<file path="src/sv/mcrb_pkg.sv">
// ----------------------------------------------------------------------------
// Multi-channel ring buffer package
// Operation, status and fill codes, result word and FSM states.
// ----------------------------------------------------------------------------
`default_nettype none

package mcrb_pkg;

  localparam int DATA_W = 64;
  localparam int NBYTES = DATA_W / 8;
  localparam int SLOT_W = 4;
  localparam int SC_W   = 5;
  localparam int EB_W   = 4;
  localparam int CFG_IDX_W = 1;
  localparam int CFG_DATA_W = 5;

  // Configuration register indexes
  localparam logic [CFG_IDX_W-1:0] CFG_SLOT_COUNT = 1'b0;
  localparam logic [CFG_IDX_W-1:0] CFG_ELEM_BYTES = 1'b1;

  // Reset values of the configuration registers
  localparam logic [SC_W-1:0] SLOT_COUNT_RST = 5'd16;
  localparam logic [EB_W-1:0] ELEM_BYTES_RST = 4'd1;

  typedef enum logic [1:0] {
    KIND_WRITE = 2'd0,
    KIND_READ  = 2'd1,
    KIND_FIND  = 2'd2,
    KIND_NONE  = 2'd3
  } kind_e;

  typedef enum logic [1:0] {
    ST_OK            = 2'd0,
    ST_FULL_REFUSED  = 2'd1,
    ST_EMPTY_REFUSED = 2'd2,
    ST_NOT_FOUND     = 2'd3
  } status_e;

  typedef enum logic [1:0] {
    FILL_EMPTY   = 2'd0,
    FILL_PARTIAL = 2'd1,
    FILL_FULL    = 2'd2
  } fill_e;

  typedef enum logic [1:0] {
    S_IDLE = 2'd0,
    S_READ = 2'd1,
    S_SCAN = 2'd2,
    S_HOLD = 2'd3
  } state_e;

  typedef struct packed {
    status_e           code;
    logic [DATA_W-1:0] rdata;
    logic [SLOT_W-1:0] slot;
    fill_e             fill;
  } result_t;

endpackage

`default_nettype wire

</file>
<file path="src/sv/mcrb_chan_state.sv">
// ----------------------------------------------------------------------------
// Channel state
// Write index, read index and fill status for each channel, looked up
// and updated through the selected channel.
// ----------------------------------------------------------------------------
`default_nettype none

module mcrb_chan_state
  import mcrb_pkg::*;
#(
  parameter int CHANNELS = 4,
  parameter int IDX_W    = 4,
  parameter int CH_W     = 2
) (
  input  wire logic             clk_i,
  input  wire logic             rst_ni,
  input  wire logic [CH_W-1:0]  ch_i,
  input  wire logic             upd_en_i,
  input  wire logic [IDX_W-1:0] upd_widx_i,
  input  wire logic [IDX_W-1:0] upd_ridx_i,
  input  wire fill_e            upd_fill_i,
  output logic      [IDX_W-1:0] widx_o,
  output logic      [IDX_W-1:0] ridx_o,
  output fill_e                 fill_o
);

  logic [IDX_W-1:0] widx_q [CHANNELS];
  logic [IDX_W-1:0] ridx_q [CHANNELS];
  fill_e            fill_q [CHANNELS];

  // Look up the selected channel
  assign widx_o = widx_q[ch_i];
  assign ridx_o = ridx_q[ch_i];
  assign fill_o = fill_q[ch_i];

  // Clear on reset, update the selected channel after a move
  always_ff @(posedge clk_i or negedge rst_ni) begin
    if (!rst_ni) begin
      for (int c = 0; c < CHANNELS; c++) begin
        widx_q[c] <= '0;
        ridx_q[c] <= '0;
        fill_q[c] <= FILL_EMPTY;
      end
    end else if (upd_en_i) begin
      widx_q[ch_i] <= upd_widx_i;
      ridx_q[ch_i] <= upd_ridx_i;
      fill_q[ch_i] <= upd_fill_i;
    end
  end

endmodule

`default_nettype wire

</file>
<file path="config.mk">
export PLATFORM = sky130hd
export DESIGN_NAME = mcrb_chan_state
export DESIGN_NICKNAME = d
export VERILOG_FILES = /design/src/sv/mcrb_pkg.sv /design/src/sv/mcrb_chan_state.sv
export SDC_FILE = /design/constraint.sdc
export NUM_CORES = 1
export LEC_CHECK = 0
export BUFFER_PORTS_ARGS = -buffer_cell sky130_fd_sc_hd__buf_2
export CAP_MARGIN = 10
export CORE_MARGIN = 10
export CORE_UTILIZATION = 55
export CTS_CLUSTER_DIAMETER = 30
export DETAILED_ROUTE_END_ITERATION = 10
export GPL_TIMING_DRIVEN = 0
export PLACE_DENSITY = 0.82
export SLEW_MARGIN = 20
export SYNTH_ARGS = -nofsm -noshare
export SYNTH_HDL_FRONTEND = slang
export SYNTH_SLANG_ARGS = --single-unit
export TNS_END_PERCENT = 10
</file>
<file path="constraint.sdc">
create_clock -name clk_i -period 2.2 [get_ports clk_i]
set_input_delay 0.55 -clock clk_i [delete_from_list [all_inputs] [get_ports clk_i]]
set_output_delay 0.55 -clock clk_i [all_outputs]
set_load 0.02 [all_outputs]
</file>
==> reports/results.tsv, run 1 <==
metric	value	unit
status	finished clean	
reg2reg_depth	1	
grt_use_total	0.1140	
slew_headroom	0.4299	
cts-resized-gates	0	
synth_top_area_share	0.5686	
synth_xor_area_frac	0	
yosys.area.top_type	dfrtp_1	
synthDistinctLibCells	9	
layout-area-overhead-vs-synth	13.43	%
peakVddDrop	0.6163	mV
setup_tns	0	ns
min_period	2.143	ns
yosys.area_share.adder	0	
clk_latency	0.33	ns
dpl.hpwl	2.146	mm
fin_crit_sh	0.9739	
synth-simple-area-share	0.02132	
timing.rr.start	fill_q[1]	
skew	0	ns
synth-seq-cells	40	
path_class	in2out	
start_util	0.5766	
worst_pin_slew	0.8552	ns
clockBufferDepth	2	
drc	0	
hold_path.class	in2async	
cts_buffers	5	
setup_viol_count_final	0	
grt_overflow	0	
synth-seq-area-share	0.5686	
rsz0062_at_grt	no	
pwr-share-comb	0.226	
ioPinCount	25	
ctsHoldBuffers	0	
die_y	76.58	um
dr.pass1.iters	4	
die_w	76.58	um
coreArea	3053	um^2
power_switching	0.4579	mW
die-area	5864	um^2
clockRootBuffer	clkbuf_4	
fin_area	1997	um^2
synthMuxAreaShare	0.3838	
cts_htree_levels	2	
finalHoldViolations	0	
grt_pass1_vias	1063	
cts_tree	yes	
synth-warning-count	0	
clock-sinks	40	
fin_ws	0.05748	ns
syn-num-nets	114	
p_per_area	852.0	nW/um^2
reg2reg_setup_slack	1.43	ns
leakage	0.8734	nW
dp_slack	0.05084	ns
final_nets	145	
vias	972	
wire_per_inst	17.87	um
required	1.65	ns
final_layout_size_suffix_gt1_frac	0.6794	
viasPerCell	5.554	
netSwitchingFraction	0.2691	
hold_slack	0.3093	ns
worstReg2RegEnd	fill_q[1]	
ant_nets	0	
clock.fmax	466.7	MHz
clockPowerShare	0.223	
wl	3.127	mm
antenna_found_initial	0	
path_clk_slew	0.11	ns
cp_data_arrival_time	1.59	ns
diodes	0	
power.internal	1.243	mW
dpl_cell_area	1936	um^2
synth_top_family_by_area	multiplexers	
grt_pass1_wl	5.333	mm
path_max_fanout	10	
cts_setup_buffers	0	
maxSlewViolCount	0	
grt_max_degree	41	
start_kind	input port	
gp_congestion	0.6904	
maxCapViolCount	0	
initialDrtViolationCount	95	
synthesis.instances	99	
syn_area	1760	um^2
rows	20	
synth-compound-area-share	0	
portBuffers	24	
endpoint_kind	primary output	
p_seq_frac	0.551	
synth_area_leaders	dfrtp_1 (57%), mux2_2 (26%), mux4_2 (13%)	
synth_area_per_cell	17.78	um^2
[cells in the mapped netlist]
cell type	n
buf_2	1
buf_4	1
buf_6	3
dfrtp_1	40
mux2_2	40
mux4_2	10
nand3_2	1
nand3b_1	2
nor3b_2	1
[logic make-up after synthesis]
logic type / after synthesis
simple gates: 4
mux: 50
buf+inv: 5
flops: 40
[how the worst max path moves through the flow]
stage          cells after the start     from  slack (ns)        end
2_1_floorplan                      2  ch_i[0]        0.37  fill_o[0]
3_3_place_gp                       4  ch_i[0]        0.06  ridx_o[3]
3_5_place_dp                       4  ch_i[0]        0.05  ridx_o[2]
4_1_cts                            4  ch_i[0]        0.05  ridx_o[2]
5_1_grt                            4  ch_i[0]       0.006  widx_o[3]
6_report                           4  ch_i[0]        0.06  ridx_o[2]
[cells in the final DEF (no fill, tap or decap), drive strengths merged]
| cell type | n |
|---|---|
| clkbuf | 6 |
| clkinv | 2 |
| nand3 | 1 |
| mux2 | 40 |
| buf | 29 |
| dfrtp | 40 |
| nor3b | 1 |
| mux4 | 10 |
| nand3b | 2 |
[power by group through the flow]
stage,registers [mW],clock network (mW),logic (mW)
finish,0.938,0.379,0.385
CTS,0.937,0.389,0.394
global placement,0.938,0,0.381
detailed placement,0.953,0,0.394
global route,0.953,0.433,0.420
floorplan,0.929,0,0.288
[metal layers]
layer  routed length, um  vias up  global-route usage
li1                    -      435                   -
met1                1292      514              0.1316
met2                1613       19              0.1871
met3                 173        4             0.04245
met4                  48        0             0.04461
met5                   0        -                   0
[critical path, cell delays in order]
cell and delay (ns):
buf_2 0.14, buf_6 0.20, mux4_2 0.52, buf_2 0.17
[final cells by class]
class	count	area (um^2)
plain buffers	5	46.29
flip-flops and latches	40	1001
repair buffers	24	120.1
multi-input cells	54	713.2
clock buffers	6	51.30
clock inverters	2	10.01
fillers	229	1056
well taps	44	55.05
[sequential cells by signal, indices dropped and copies added (netlist names)]
signal,cells
widx_q,16
ridx_q,16
fill_q,8
[through the flow]
step | total power, mW | util | cells
3_3_place_gp | 1.319 | 0.6340 | 167
6_report | 1.701 | 0.6541 | 175
2_1_floorplan | 1.217 | - | 99
5_1_grt | 1.806 | 0.6541 | 175
3_5_place_dp | 1.347 | 0.6340 | 167
4_1_cts | 1.719 | 0.6541 | 175
(Power assumes the default switching activity.)
==> run 2, diff against run 1 <==
BUFFER_PORTS_ARGS = -buffer_cell sky130_fd_sc_hd__buf_4   (was -buffer_cell sky130_fd_sc_hd__buf_2)
==> run 2 against run 1 <==
  * Power is 2.8% higher
  * Count of clock-buffer cells in the layout is 2 higher
  * Flip-flop and latch count stayed put
  * Largest cell class unchanged
  * Largest power group unchanged
  * Critical endpoint is now ridx_o[3]
  * Critical path depth stayed put
  * Core utilization is 1.9 points higher
==> reports/results.tsv, run 2 (same netlist as run 1, synthesis figures left out) <==
metric	value	unit
antenna_found_initial	0	
min_period	2.115	ns
skew	0	ns
vias	971	
dp_slack	0.07430	ns
coreArea	3053	um^2
fin_area	2054	um^2
ioPinCount	25	
rows	20	
die_w	76.58	um
final_layout_size_suffix_gt1_frac	0.6641	
wl	3.289	mm
clockBufferDepth	2	
cts_setup_buffers	0	
diodes	0	
hold_path.class	in2async	
fin_crit_sh	0.9616	
cp_data_arrival_time	1.57	ns
power.internal	1.281	mW
dpl_cell_area	1996	um^2
dr.pass1.iters	4	
grt_max_degree	41	
final_cell_mix	mux2_2 (40), dfrtp_1 (40), buf_4 (25)	
maxSlewViolCount	0	
final_nets	145	
start_kind	input port	
startpoint	ch_i[0]	
drc	0	
pwr-share-comb	0.243	
p_total	1.749	mW
clockPowerShare	0.220	
gp_congestion	0.6908	
clock-sinks	40	
die_y	76.58	um
grt_overflow	0	
start_util	0.5766	
path_clk_slew	0.11	ns
p_seq_frac	0.537	
hold_slack	0.1449	ns
fin_ws	0.08455	ns
status	finished clean	
ant_nets	0	
portBuffers	24	
cts_tree	yes	
leakage	0.8881	nW
path_max_fanout	10	
grt_pass1_wl	5.485	mm
dpl.hpwl	2.340	mm
path_class	in2out	
required	1.65	ns
reg_top3	ridx_q: 16 flops, widx_q: 16 flops, fill_q: 8 flops	
clockRootBuffer	clkbuf_4	
cts_htree_levels	2	
initialDrtViolationCount	57	
grt_pass1_vias	1121	
clock.fmax	472.7	MHz
clk_latency	0.35	ns
cts-resized-gates	0	
netSwitchingFraction	0.2676	
worst_pin_slew	0.4763	ns
wire_per_inst	18.79	um
endpoint_kind	primary output	
cts_buffers	5	
layout-area-overhead-vs-synth	16.70	%
slew_headroom	0.6825	
p_per_area	851.5	nW/um^2
rsz0062_at_grt	no	
setup_viol_count_final	0	
finalHoldViolations	0	
timing.rr.start	widx_q[14]	
peakVddDrop	0.5100	mV
ctsHoldBuffers	0	
viasPerCell	5.549	
die-area	5864	um^2
power_switching	0.4681	mW
grt_use_total	0.1195	
setup_tns	0	ns
maxCapViolCount	0	
-- run 2: cell types whose count changed in the layout (fill, tap and decap cells not counted), sizes merged --
cell | before | now
clkinv | 2 | 0
clkbuf | 6 | 8
-- run 2: path summary, 6_finish.rpt --
kind                            depth (start not counted)         end  slack (ns)
min in group clk_i                                      2   widx_q[2]        0.45
worst max register to register                          1  widx_q[14]        1.42
worst max-delay path                                    4   ridx_o[3]        0.08
worst min register to register                          1   widx_q[7]        0.51
max in group asynchronous                               1   widx_q[3]        1.72
worst min-delay path                                    1   ridx_q[5]        0.14
-- run 2: power by group through the flow --
stage	clock network [mW]	logic [mW]	registers, mW
2_1_floorplan	0	0.288	0.929
3_3_place_gp	0	0.416	0.939
4_1_cts	0.392	0.433	0.942
3_5_place_dp	0	0.432	0.957
5_1_grt	0.427	0.456	0.957
6_report	0.385	0.425	0.940
-- run 2: layout make-up --
class | instances | area, um^2
timing repair buffer | 24 | 180.2
buffer | 5 | 46.29
multi-input combinational | 54 | 713.2
sequential | 40 | 1001
tap | 44 | 55.05
clock buffer | 8 | 58.81
fill | 243 | 998.5
-- run 2: stage by stage --
step / cells / utilization
2_1_floorplan: 99 / -
3_3_place_gp: 167 / 0.6537
3_5_place_dp: 167 / 0.6537
4_1_cts: 175 / 0.6730
5_1_grt: 175 / 0.6730
6_report: 175 / 0.6730
-- run 2: routing by layer --
layer	vias up	share of wire	GRT usage
met5	-	0	0
met4	0	0.017	0.06320
met3	7	0.046	0.03538
met2	16	0.54	0.2177
met1	504	0.40	0.1190
li1	444	-	-
-- run 2: worst max-delay path, stage by stage --
cell	delay, ns
buf_4	0.12
buf_6	0.19
mux4_2	0.53
buf_4	0.17
==> run 3, diff against run 2 <==
BUFFER_PORTS_ARGS = not set   (was -buffer_cell sky130_fd_sc_hd__buf_4)
DONT_BUFFER_PORTS = 1   (was not set)
PLACE_DENSITY = 0.75   (was 0.82)
==> run 3 against run 2 <==
  * Critical endpoint is now widx_o[1]
  * Setup slack improved by 0.24 ns
  * Largest power group unchanged
  * First-iteration DRC count decreased by 26%
  * Flip-flop and latch count unchanged
  * Highest routed layer unchanged
==> reports/results.tsv, run 3 (same netlist as run 1, synthesis figures left out) <==
metric	value	unit
status	finished clean	
required	1.65	ns
wire_per_inst	19.72	um
grt_pass1_wl	4.802	mm
cts_buffers	5	
gp_congestion	0.6441	
cts_tree	yes	
clock-sinks	40	
path_class	in2out	
top_layer_used	met4	
antenna_found_initial	0	
final_cell_mix	mux2_2 (40), dfrtp_1 (40), mux4_2 (10)	
multi_input_area	713.2	um^2
fin_crit_sh	0.8526	
max_stage_delay	0.61	ns
rows	20	
ant_nets	0	
peakVddDrop	0.5351	mV
clock.fmax	533.2	MHz
fin_cells	151	
grt_pass1_vias	911	
skew	0	ns
coreArea	3053	um^2
worst_path_max_delay_cell	mux4_2	
setup_tns	0	ns
drc	0	
wl	2.977	mm
setup_viol_count_final	0	
crit_buf_inv	1	
endpoint_kind	primary output	
die-area	5864	um^2
cp_data_arrival_time	1.33	ns
hold_path.class	in2async	
clockBufferDepth	2	
dr.pass1.iters	4	
cts_setup_buffers	0	
fin_area	1901	um^2
finalHoldViolations	0	
path_clk_slew	0.11	ns
diodes	0	
start_kind	input port	
maxSlewViolCount	0	
leakage	0.7866	nW
portBuffers	0	
vias	878	
grt_max_degree	41	
slew_headroom	0.7992	
startpoint	ch_i[0]	
final_layout_size_suffix_gt1_frac	0.6075	
grt_overflow	0	
ioPinCount	25	
clk_latency	0.34	ns
nFillCells	233	
die_w	76.58	um
clockRootBuffer	clkbuf_4	
drt-met1-wl	1.264	mm
initialDrtViolationCount	42	
rsz0062_at_grt	no	
final_nets	122	
regArea	1001	um^2
p_per_area	881.0	nW/um^2
cts_htree_levels	2	
min_period	1.876	ns
met2_length	1.418	mm
maxCapViolCount	0	
die_y	76.58	um
path_max_fanout	10	
worst_pin_slew	0.3009	ns
dp_slack	0.3082	ns
viasPerCell	5.815	
reg_top3	ridx_q: 16 flops, widx_q: 16 flops, fill_q: 8 flops	
place_inst	143	
fin_ws	0.3244	ns
cp_cell_sequence	buf_6 > mux4_2	
start_util	0.5766	
crit_family	multiplexers	
timing.rr.start	widx_q[12]	
dpl_cell_area	1815	um^2
route.met3.wl	245	um
grt_use_total	0.1072	
layout-area-overhead-vs-synth	7.960	%
==> run 3: cell types whose count changed in the layout (fill, tap and decap cells not counted) <==
| cell | change |
|---|---|
| buf_12 | +1 |
| buf_4 | -24 |
| clkbuf_1 | -2 |
| clkbuf_8 | +1 |
==> run 3: area by class of cell <==
type	count	share of cell area
Clock buffer	7	0.03423
Timing Repair Buffer	1	0.01053
Tap cell	44	0.02897
Buffer	5	0.02436
Sequential cell	40	0.5267
Multi-Input combinational cell	54	0.3752
==> run 3: final timing paths <==
check	end	slack (ns)	cells after the start
min in group clk_i	ridx_q[9]	0.34	1
max in group asynchronous	fill_q[6]	1.98	1
min reg2reg	widx_q[4]	0.51	1
max	widx_o[1]	0.32	2
max reg2reg	widx_q[12]	1.43	1
min	fill_q[3]	0.03	1
==> run 3: report_power, final <==
part           internal (mW)  switching, mW  total (mW)  leakage [nW]
clock                  0.181          0.224       0.406        0.0374
sequential             0.873         0.0613       0.934         0.473
combinational          0.187          0.148       0.335         0.276
total                   1.24          0.434        1.67         0.787
==> run 3: routing by layer <==
| layer | GRT usage | up-vias |
|---|---|---|
| met1 | 0.1082 | 464 |
| met3 | 0.06368 | 5 |
| met5 | 0 | - |
| met2 | 0.1743 | 20 |
| met4 | 0.04833 | 0 |
| li1 | - | 389 |
==> run 3: per-stage QoR <==
step,total power [mW],util,hold WS (ns)
2_1_floorplan,1.217,-,0.2544
3_3_place_gp,1.257,0.5947,0.2559
3_5_place_dp,1.275,0.5947,0.2558
4_1_cts,1.694,0.6225,0.02770
5_1_grt,1.762,0.6225,0.02174
6_report,1.674,0.6225,0.02648
==> run 3: timing repair <==
action,4_1_cts,5_1_grt
resized for setup,0,0
hold buffers,1,0
hold endpoints to repair,40,0
